**src/hdl/qts_pkg.sv**
```systemverilog
// Shared types, codes and constants for the quoted token splitter.
`timescale 1ns / 1ps

package qts_pkg;

  localparam int unsigned CharW    = 8;
  localparam int unsigned KindW    = 3;
  localparam int unsigned LenW     = 12;
  localparam int unsigned CapW     = 13;
  localparam int unsigned CfgIdxW  = 3;
  localparam int unsigned CfgDataW = 13;
  localparam int unsigned OutDataW = 24;

  localparam int unsigned ResFifoDepth = 4;

  localparam logic [CfgIdxW-1:0] REG_SEP_A    = 3'd0;
  localparam logic [CfgIdxW-1:0] REG_SEP_B    = 3'd1;
  localparam logic [CfgIdxW-1:0] REG_QUOTE    = 3'd2;
  localparam logic [CfgIdxW-1:0] REG_QUOTE_EN = 3'd3;
  localparam logic [CfgIdxW-1:0] REG_CAPACITY = 3'd4;

  localparam logic [KindW-1:0] KIND_CHAR     = 3'd0;
  localparam logic [KindW-1:0] KIND_TEND     = 3'd1;
  localparam logic [KindW-1:0] KIND_LEND     = 3'd2;
  localparam logic [KindW-1:0] KIND_LONG     = 3'd3;
  localparam logic [KindW-1:0] KIND_UNCLOSED = 3'd4;

  localparam logic [1:0] PH_SKIP    = 2'd0;
  localparam logic [1:0] PH_TOKEN   = 2'd1;
  localparam logic [1:0] PH_DISCARD = 2'd2;

  localparam logic [CapW-1:0] CAP_MIN = 13'd2;
  localparam logic [CapW-1:0] CAP_MAX = 13'd4096;

  localparam logic [CharW-1:0] SEP_A_RST    = 8'd32;
  localparam logic [CharW-1:0] SEP_B_RST    = 8'd9;
  localparam logic [CharW-1:0] QUOTE_RST    = 8'd34;
  localparam logic [CapW-1:0]  CAPACITY_RST = 13'd256;

  typedef struct packed {
    logic [KindW-1:0] kind;
    logic [CharW-1:0] data;
    logic [LenW-1:0]  token_length;
    logic             last;
  } res_t;

  typedef struct packed {
    logic [CharW-1:0] sep_a;
    logic [CharW-1:0] sep_b;
    logic [CharW-1:0] quote;
    logic             quote_en;
    logic [CapW-1:0]  capacity;
  } cfg_t;

  typedef struct packed {
    logic [1:0] phase;
    logic       quoting;
  } status_t;

  typedef struct packed {
    logic [1:0] count;
    res_t       res0;
    res_t       res1;
  } step_t;

endpackage

```
**src/hdl/qts_core.sv**
```systemverilog
// Per-byte tokenizer step logic with phase, quote and length state.
`timescale 1ns / 1ps

module qts_core (
  input  logic                      clk_i,
  input  logic                      rst_ni,
  input  logic                      step_i,
  input  logic [qts_pkg::CharW-1:0] char_i,
  input  qts_pkg::cfg_t             cfg_i,
  output qts_pkg::step_t            step_o,
  output qts_pkg::status_t          status_o
);

  logic [1:0]                phase_q, phase_d;
  logic                      quoting_q, quoting_d;
  logic [qts_pkg::LenW-1:0]  count_q, count_d;

  logic                      sep;
  logic                      is_quote;
  logic                      base_quoting;
  logic [qts_pkg::LenW-1:0]  base_count;
  logic [qts_pkg::CapW-1:0]  count_inc;
  logic [qts_pkg::CapW-1:0]  eff_cap;

  assign sep      = (char_i == cfg_i.sep_a) || (char_i == cfg_i.sep_b);
  assign is_quote = cfg_i.quote_en && (char_i == cfg_i.quote);

  assign base_quoting = (phase_q == qts_pkg::PH_TOKEN) ? quoting_q : 1'b0;
  assign base_count   = (phase_q == qts_pkg::PH_TOKEN) ? count_q : '0;
  assign count_inc    = {1'b0, base_count} + qts_pkg::CapW'(1);

  always_comb begin
    if (cfg_i.capacity < qts_pkg::CAP_MIN) begin
      eff_cap = qts_pkg::CAP_MIN;
    end else if (cfg_i.capacity > qts_pkg::CAP_MAX) begin
      eff_cap = qts_pkg::CAP_MAX;
    end else begin
      eff_cap = cfg_i.capacity;
    end
  end

  always_comb begin
    step_o    = '0;
    phase_d   = phase_q;
    quoting_d = quoting_q;
    count_d   = count_q;
    if (phase_q == qts_pkg::PH_DISCARD) begin
      if (char_i == '0) begin
        phase_d   = qts_pkg::PH_SKIP;
        quoting_d = 1'b0;
        count_d   = '0;
      end
    end else if (char_i == '0) begin
      if (phase_q == qts_pkg::PH_TOKEN && quoting_q) begin
        step_o.count     = 2'd1;
        step_o.res0.kind = qts_pkg::KIND_UNCLOSED;
        step_o.res0.last = 1'b1;
      end else if (phase_q == qts_pkg::PH_TOKEN) begin
        step_o.count             = 2'd2;
        step_o.res0.kind         = qts_pkg::KIND_TEND;
        step_o.res0.token_length = count_q;
        step_o.res1.kind         = qts_pkg::KIND_LEND;
        step_o.res1.last         = 1'b1;
      end else begin
        step_o.count     = 2'd1;
        step_o.res0.kind = qts_pkg::KIND_LEND;
        step_o.res0.last = 1'b1;
      end
      phase_d   = qts_pkg::PH_SKIP;
      quoting_d = 1'b0;
      count_d   = '0;
    end else if (!(phase_q != qts_pkg::PH_TOKEN && sep)) begin
      phase_d   = qts_pkg::PH_TOKEN;
      quoting_d = base_quoting;
      count_d   = base_count;
      if (is_quote) begin
        quoting_d = ~base_quoting;
      end else if (sep && !base_quoting) begin
        step_o.count             = 2'd1;
        step_o.res0.kind         = qts_pkg::KIND_TEND;
        step_o.res0.token_length = base_count;
        step_o.res0.last         = 1'b1;
        phase_d                  = qts_pkg::PH_SKIP;
        quoting_d                = 1'b0;
        count_d                  = '0;
      end else begin
        step_o.res0.kind = qts_pkg::KIND_CHAR;
        step_o.res0.data = char_i;
        if (count_inc >= eff_cap) begin
          step_o.count     = 2'd2;
          step_o.res1.kind = qts_pkg::KIND_LONG;
          step_o.res1.last = 1'b1;
          phase_d          = qts_pkg::PH_DISCARD;
          quoting_d        = 1'b0;
          count_d          = '0;
        end else begin
          step_o.count     = 2'd1;
          step_o.res0.last = 1'b1;
          count_d          = count_inc[qts_pkg::LenW-1:0];
        end
      end
    end
  end

  always_ff @(posedge clk_i or negedge rst_ni) begin
    if (!rst_ni) begin
      phase_q   <= qts_pkg::PH_SKIP;
      quoting_q <= 1'b0;
      count_q   <= '0;
    end else if (step_i) begin
      phase_q   <= phase_d;
      quoting_q <= quoting_d;
      count_q   <= count_d;
    end
  end

  assign status_o.phase   = phase_q;
  assign status_o.quoting = quoting_q;

endmodule

```
**src/hdl/qts_res_fifo.sv**
```systemverilog
// Result queue taking up to two results per cycle and returning one while ready_i is high.
`timescale 1ns / 1ps

module qts_res_fifo #(
  parameter int unsigned Depth = qts_pkg::ResFifoDepth
) (
  input  logic            clk_i,
  input  logic            rst_ni,
  input  logic            push_i,
  input  qts_pkg::step_t  step_i,
  output logic            room_o,
  output logic            valid_o,
  input  logic            ready_i,
  output qts_pkg::res_t   res_o
);

  localparam int unsigned PtrW = (Depth > 1) ? $clog2(Depth) : 1;
  localparam int unsigned CntW = $clog2(Depth + 1);

  qts_pkg::res_t     mem_q [Depth];
  logic [PtrW-1:0]   rd_ptr_q, rd_ptr_d;
  logic [PtrW-1:0]   wr_ptr_q, wr_ptr_d;
  logic [PtrW-1:0]   wr_ptr_nx;
  logic [CntW-1:0]   count_q, count_d;
  logic [CntW-1:0]   count_left;
  logic              pop;
  logic [1:0]        n_push;

  function automatic logic [PtrW-1:0] ptr_inc(input logic [PtrW-1:0] p);
    logic [PtrW-1:0] r;
    if (p == PtrW'(Depth - 1)) begin
      r = '0;
    end else begin
      r = p + PtrW'(1);
    end
    return r;
  endfunction

  assign pop        = valid_o && ready_i;
  assign count_left = count_q - CntW'(pop);
  assign room_o     = count_left <= CntW'(Depth - 2);
  assign n_push     = push_i ? step_i.count : 2'd0;
  assign wr_ptr_nx  = ptr_inc(wr_ptr_q);

  always_comb begin
    rd_ptr_d = pop ? ptr_inc(rd_ptr_q) : rd_ptr_q;
    count_d  = count_left + CntW'(n_push);
    case (n_push)
      2'd1:    wr_ptr_d = wr_ptr_nx;
      2'd2:    wr_ptr_d = ptr_inc(wr_ptr_nx);
      default: wr_ptr_d = wr_ptr_q;
    endcase
  end

  always_ff @(posedge clk_i or negedge rst_ni) begin
    if (!rst_ni) begin
      rd_ptr_q <= '0;
      wr_ptr_q <= '0;
      count_q  <= '0;
    end else begin
      rd_ptr_q <= rd_ptr_d;
      wr_ptr_q <= wr_ptr_d;
      count_q  <= count_d;
    end
  end

  always_ff @(posedge clk_i) begin
    if (n_push != 2'd0) begin
      mem_q[wr_ptr_q] <= step_i.res0;
    end
    if (n_push == 2'd2) begin
      mem_q[wr_ptr_nx] <= step_i.res1;
    end
  end

  assign valid_o = count_q != '0;
  assign res_o   = mem_q[rd_ptr_q];

endmodule

```
**src/hdl/quoted_token_splitter_unit.sv**
```systemverilog
// Quoted token splitter top level: input register, config registers, core, result queue.
// Each byte goes through the input register, then its results enter the result queue.
// Throughput: one byte per cycle while the result queue has room; bytes with two results
// fill the queue faster than the single-result output port drains it, then hold input.
// Reset: rst_ni clears control state, sets registers to space, tab, double quote, quoting on,
// capacity 256, and returns the tokenizer to skipping separators.
`timescale 1ns / 1ps

module quoted_token_splitter_unit #(
  parameter int unsigned ResFifoDepth = qts_pkg::ResFifoDepth
) (
  input  logic                         clk_i,
  input  logic                         rst_ni,
  input  logic                         s_axis_tvalid,
  output logic                         s_axis_tready,
  input  logic [qts_pkg::CharW-1:0]    s_axis_tdata,   // [7:0] char_in
  output logic                         m_axis_tvalid,
  input  logic                         m_axis_tready,
  output logic [qts_pkg::OutDataW-1:0] m_axis_tdata,   // [7:0] data, [19:8] token_length
  output logic [qts_pkg::KindW-1:0]    m_axis_tuser,   // [2:0] kind
  output logic                         m_axis_tlast,
  input  logic                         cfg_we_i,
  input  logic [qts_pkg::CfgIdxW-1:0]  cfg_idx_i,
  input  logic [qts_pkg::CfgDataW-1:0] cfg_data_i
);

  qts_pkg::cfg_t               cfg_q;
  logic                        in_valid_q;
  logic [qts_pkg::CharW-1:0]   in_char_q;
  logic                        step;
  logic                        room;
  qts_pkg::step_t              step_res;
  qts_pkg::status_t            status;
  qts_pkg::res_t               head;

  always_ff @(posedge clk_i or negedge rst_ni) begin
    if (!rst_ni) begin
      cfg_q.sep_a    <= qts_pkg::SEP_A_RST;
      cfg_q.sep_b    <= qts_pkg::SEP_B_RST;
      cfg_q.quote    <= qts_pkg::QUOTE_RST;
      cfg_q.quote_en <= 1'b1;
      cfg_q.capacity <= qts_pkg::CAPACITY_RST;
    end else if (cfg_we_i) begin
      case (cfg_idx_i)
        qts_pkg::REG_SEP_A:    cfg_q.sep_a    <= cfg_data_i[qts_pkg::CharW-1:0];
        qts_pkg::REG_SEP_B:    cfg_q.sep_b    <= cfg_data_i[qts_pkg::CharW-1:0];
        qts_pkg::REG_QUOTE:    cfg_q.quote    <= cfg_data_i[qts_pkg::CharW-1:0];
        qts_pkg::REG_QUOTE_EN: cfg_q.quote_en <= cfg_data_i[0];
        qts_pkg::REG_CAPACITY: cfg_q.capacity <= cfg_data_i[qts_pkg::CapW-1:0];
        default: ;
      endcase
    end
  end

  assign step          = in_valid_q && room;
  assign s_axis_tready = !in_valid_q || room;

  always_ff @(posedge clk_i or negedge rst_ni) begin
    if (!rst_ni) begin
      in_valid_q <= 1'b0;
    end else if (s_axis_tready) begin
      in_valid_q <= s_axis_tvalid;
    end
  end

  always_ff @(posedge clk_i) begin
    if (s_axis_tready && s_axis_tvalid) begin
      in_char_q <= s_axis_tdata;
    end
  end

  qts_core u_core (
    .clk_i    (clk_i),
    .rst_ni   (rst_ni),
    .step_i   (step),
    .char_i   (in_char_q),
    .cfg_i    (cfg_q),
    .step_o   (step_res),
    .status_o (status)
  );

  qts_res_fifo #(
    .Depth (ResFifoDepth)
  ) u_res_fifo (
    .clk_i   (clk_i),
    .rst_ni  (rst_ni),
    .push_i  (step),
    .step_i  (step_res),
    .room_o  (room),
    .valid_o (m_axis_tvalid),
    .ready_i (m_axis_tready),
    .res_o   (head)
  );

  assign m_axis_tdata = {4'b0000, head.token_length, head.data};
  assign m_axis_tuser = head.kind;
  assign m_axis_tlast = head.last;

`ifndef ASSERT_OFF
  a_discard_unquoted: assert property (@(posedge clk_i) disable iff (!rst_ni)
    (status.phase == qts_pkg::PH_DISCARD) |-> !status.quoting)
    else $error("quoting set while discarding");

  a_pair_last: assert property (@(posedge clk_i) disable iff (!rst_ni)
    (step && step_res.count == 2'd2) |-> (step_res.res1.last && !step_res.res0.last))
    else $error("two-result request has wrong last marking");

  a_result_shows: assert property (@(posedge clk_i) disable iff (!rst_ni)
    (step && step_res.count != 2'd0) |=> m_axis_tvalid)
    else $error("result request not presented");
`endif

endmodule
```
**config.mk**
```make
export PLATFORM = sky130hd
export DESIGN_NAME = quoted_token_splitter_unit
export DESIGN_NICKNAME = d
export VERILOG_FILES = /design/src/hdl/qts_pkg.sv /design/src/hdl/qts_core.sv /design/src/hdl/qts_res_fifo.sv /design/src/hdl/quoted_token_splitter_unit.sv
export SDC_FILE = /design/constraint.sdc
export NUM_CORES = 1
export LEC_CHECK = 0
export CORE_MARGIN = 4
export CORE_UTILIZATION = 45
export DETAILED_ROUTE_END_ITERATION = 12
export DONT_BUFFER_PORTS = 1
export GPL_TIMING_DRIVEN = 1
export PLACE_DENSITY = 0.6
export SLEW_MARGIN = 20
export SYNTH_ARGS = -nofsm -noshare
export SYNTH_HDL_FRONTEND = slang
export SYNTH_HIERARCHICAL = 1
export SYNTH_SLANG_ARGS = --single-unit
```
**constraint.sdc**
```tcl
create_clock -name clk_i -period 7.94 [get_ports clk_i]
set_clock_uncertainty 0.05 [all_clocks]
set_input_delay 0.397 -clock clk_i [delete_from_list [all_inputs] [get_ports clk_i]]
set_output_delay 0.397 -clock clk_i [all_outputs]
set_load 0.02 [all_outputs]
```
==> summary.txt <==
Outcome
  – Status: complete, no violations

Worst setup path
  – Crit path launch: u_core/phase_q[0]
  – CP Capture Type: register
  – FF-to-FF path depth: 20
  – Worst Path Max Fanout: 25
  – WP data arrival: 6.17 ns
  – Critical Path RT: 8.00 ns
  – Reg-to-reg startpoint: u_core/phase_q[0]
  – Crit path launch type: register
  – Crit Reg-Reg Endpoint: u_res_fifo/mem_q[3][12]
  – Setup Crit Path Kind: register to register
  – R2r setup slk: 1.83 ns

Route
  – DRT antenna net count: 0
  – Total number of vias: 5159
  – Iter 0 DRT Violations: 294
  – # DRC: 0
  – WL final: 19000 um
  – Vias/cell: 5.50
  – Initial DRT Pass Iterations: 6
  – Wire per inst: 20.3 um

GRT
  – First-pass GRT wire length: 30300 um
  – Vias in the first global route: 5431
  – Aggregate global-route resource usage: 0.177
  – Initial antenna violation count: 0
  – Grt total ovfl: 0
  – Largest net degree at the start of global routing: 62

Pwr
  – Worst vdd ir: 0.000173 V
  – P_sw: 1.24 mW
  – Part of the power in combinational logic: 0.358
  – Reg power frac: 0.389
  – Clock group share of total power: 0.253
  – Lkg Pwr: 3.84 nW
  – Int Pwr: 2.19 mW
  – Sw frac: 0.361
  – PD cells: 346 nW/um^2

Timing
  – Sum Neg Setup Slack: 0 ns
  – Final Hold Vio Count: 0
  – Final setup viols: 0
  – Final Critical Period: 6.11 ns
  – Slew @ Worst Pin: 0.760 ns
  – Period Utilization, post-route: 0.769
  – Unrepaired setup endpoints after global routing: no
  – Max-slew violations: 0
  – Fmax: 164 MHz
  – Slew headroom: 0.489

Synth
  – Mapped Cells: 654
  – Yosys Warn Count: 6
  – Mapped cell area: 9120 um^2
  – Synth Area per Inst: 13.9 um^2

Finish
  – Fin area: 9910 um^2
  – Final net count: 717
  – Ant diodes: 0
  – Layout cells sized above 1: 0.327
  – Area growth syn-to-layout: 8.66%

Die
  – Die height: 150 um
  – Starting Density: 0.462
  – # IOs: 59
  – Placeable Area: 19700 um^2
  – Std cell rows: 51
  – Die area: 22600 um^2
  – Width of the die: 150 um

Clocking
  – Clk Tree Root Cell: clkbuf_16
  – Postcts setup bufs: 0
  – Clock tree buffer depth: 2
  – # clock sinks: 165
  – H-tree Lvls: 4
  – Clock Latency Late Sink: 0.43 ns
  – CTS tree: done
  – Reg clk slew, reported paths: 0.07 ns
  – TritonCTS Buffers: 17

Place
  – Cell Area, Placed: 9170 um^2
  – Number of port buffers: 0
  – Hpwl dp: 13000 um
  – GPL Wtd Cong: 0.845

Min path
  – Hold WC Path Type: input pin to register
  – Hold Crit Depth: 1
  – HP Start: s_axis_tvalid
  – Worst Hold End: in_valid_q

Run
  – Max Cap Violations: 0
-- flip-flops by register name, summed over array words and instances (netlist names) --
signal	cells
cfg_q	38
in_char_q	8
in_valid_q	1
u_core/count_q	12
u_core/phase_q	2
u_core/quoting_q	1
u_res_fifo/count_q	3
u_res_fifo/mem_q	96
u_res_fifo/rd_ptr_q	2
u_res_fifo/wr_ptr_q	2
-- per-layer routing --
metal | global-route usage | vias to the layer above | share of wire
met2 | 0.297 | 112 | 0.50
met1 | 0.231 | 2597 | 0.44
met5 | 0 | - | 0
met4 | 0.0462 | 0 | 0.010
li1 | - | 2432 | -
met3 | 0.0433 | 18 | 0.049
-- how the worst max path moves through the flow --
| stage | end | slack [ns] | cells after the start |
|---|---|---|---|
| 2_1_floorplan | u_res_fifo/mem_q[1][0] | 2.17 | 21 |
| 5_1_grt | u_res_fifo/mem_q[3][5] | 1.24 | 20 |
| 6_report | u_res_fifo/mem_q[3][12] | 1.83 | 20 |
| 3_5_place_dp | u_res_fifo/mem_q[3][10] | 1.86 | 20 |
| 4_1_cts | u_res_fifo/mem_q[3][5] | 1.83 | 20 |
| 3_3_place_gp | u_res_fifo/mem_q[3][11] | 2.22 | 20 |
-- power by group through the flow --
stage | clock [mW] | sequential [mW] | combinational [mW]
after floorplan | 0 | 1.31 | 1.01
after global placement | 0 | 1.34 | 1.21
after detailed placement | 0 | 1.35 | 1.23
after CTS | 0.885 | 1.34 | 1.24
after global routing | 0.925 | 1.36 | 1.34
final | 0.866 | 1.33 | 1.22
-- stage by stage --
step | hold WS (ns) | util | total power, mW | setup WS (ns) | instances
floorplan | 0.0514 | - | 2.32 | 2.17 | 677
global placement | 0.0546 | 0.465 | 2.55 | 2.22 | 896
detailed placement | 0.0544 | 0.465 | 2.58 | 1.86 | 896
CTS | 0.00906 | 0.502 | 3.46 | 1.83 | 938
global route | 0.000139 | 0.502 | 3.62 | 1.24 | 938
finish | 0.0252 | 0.502 | 3.42 | 1.83 | 938
-- cells in the final DEF (no fill, tap or decap), types with 4 or more instances in the layout --
cell type,instances
nor2_1,19
nand2_2,4
o21ai_2,5
xor2_1,5
dfstp_2,7
xnor2_1,30
a21oi_1,9
o21ai_0,8
clkbuf_16,17
nand3_1,14
and2_1,17
ha_1,27
conb_1,25
dfrtp_1,54
mux4_2,18
nand4_1,7
nand2_1,27
mux2_2,136
nor3_1,5
inv_6,5
buf_4,7
dlygate4sd3_1,9
a22o_1,10
nor4_1,5
inv_1,20
mux4_1,6
and3_1,14
edfxtp_1,104
nand2b_1,5
-- area by class of cell --
| class | count | area [um^2] |
|---|---|---|
| Sequential cell | 165 | 4660 |
| Fill cell | 1670 | 9810 |
| Tap cell | 265 | 332 |
| Inverter | 20 | 75.1 |
| Timing Repair Buffer | 17 | 170 |
| Clock buffer | 17 | 425 |
| Clock inverter | 15 | 194 |
| Multi-Input combinational cell | 439 | 4050 |
-- worst max-delay path, stage by stage (launching register included) --
cell	delay, ns
dfrtp_1	0.46
nor2b_1	0.63
nand2_1	0.19
inv_1	0.13
ha_1	0.20
nand2_1	0.07
nor3_2	0.28
nand4_1	0.26
xnor2_1	0.23
ha_1	0.31
nand3_1	0.10
nor3_1	0.20
o311ai_1	0.16
nand3_1	0.13
and2_1	0.25
a21o_1	0.25
and2_1	0.24
ha_1	0.33
nand2_2	0.45
o21ai_2	0.46
buf_4	0.37
-- repair_timing --
| item | 4_1_cts | 5_1_grt |
|---|---|---|
| endpoints found under the hold margin | 69 | 0 |
| endpoints found under the setup margin | 0 | 0 |
| hold buffers | 10 | 0 |
| resized for setup | 0 | 0 |
Note: power is estimated with default switching activity, not from simulation.
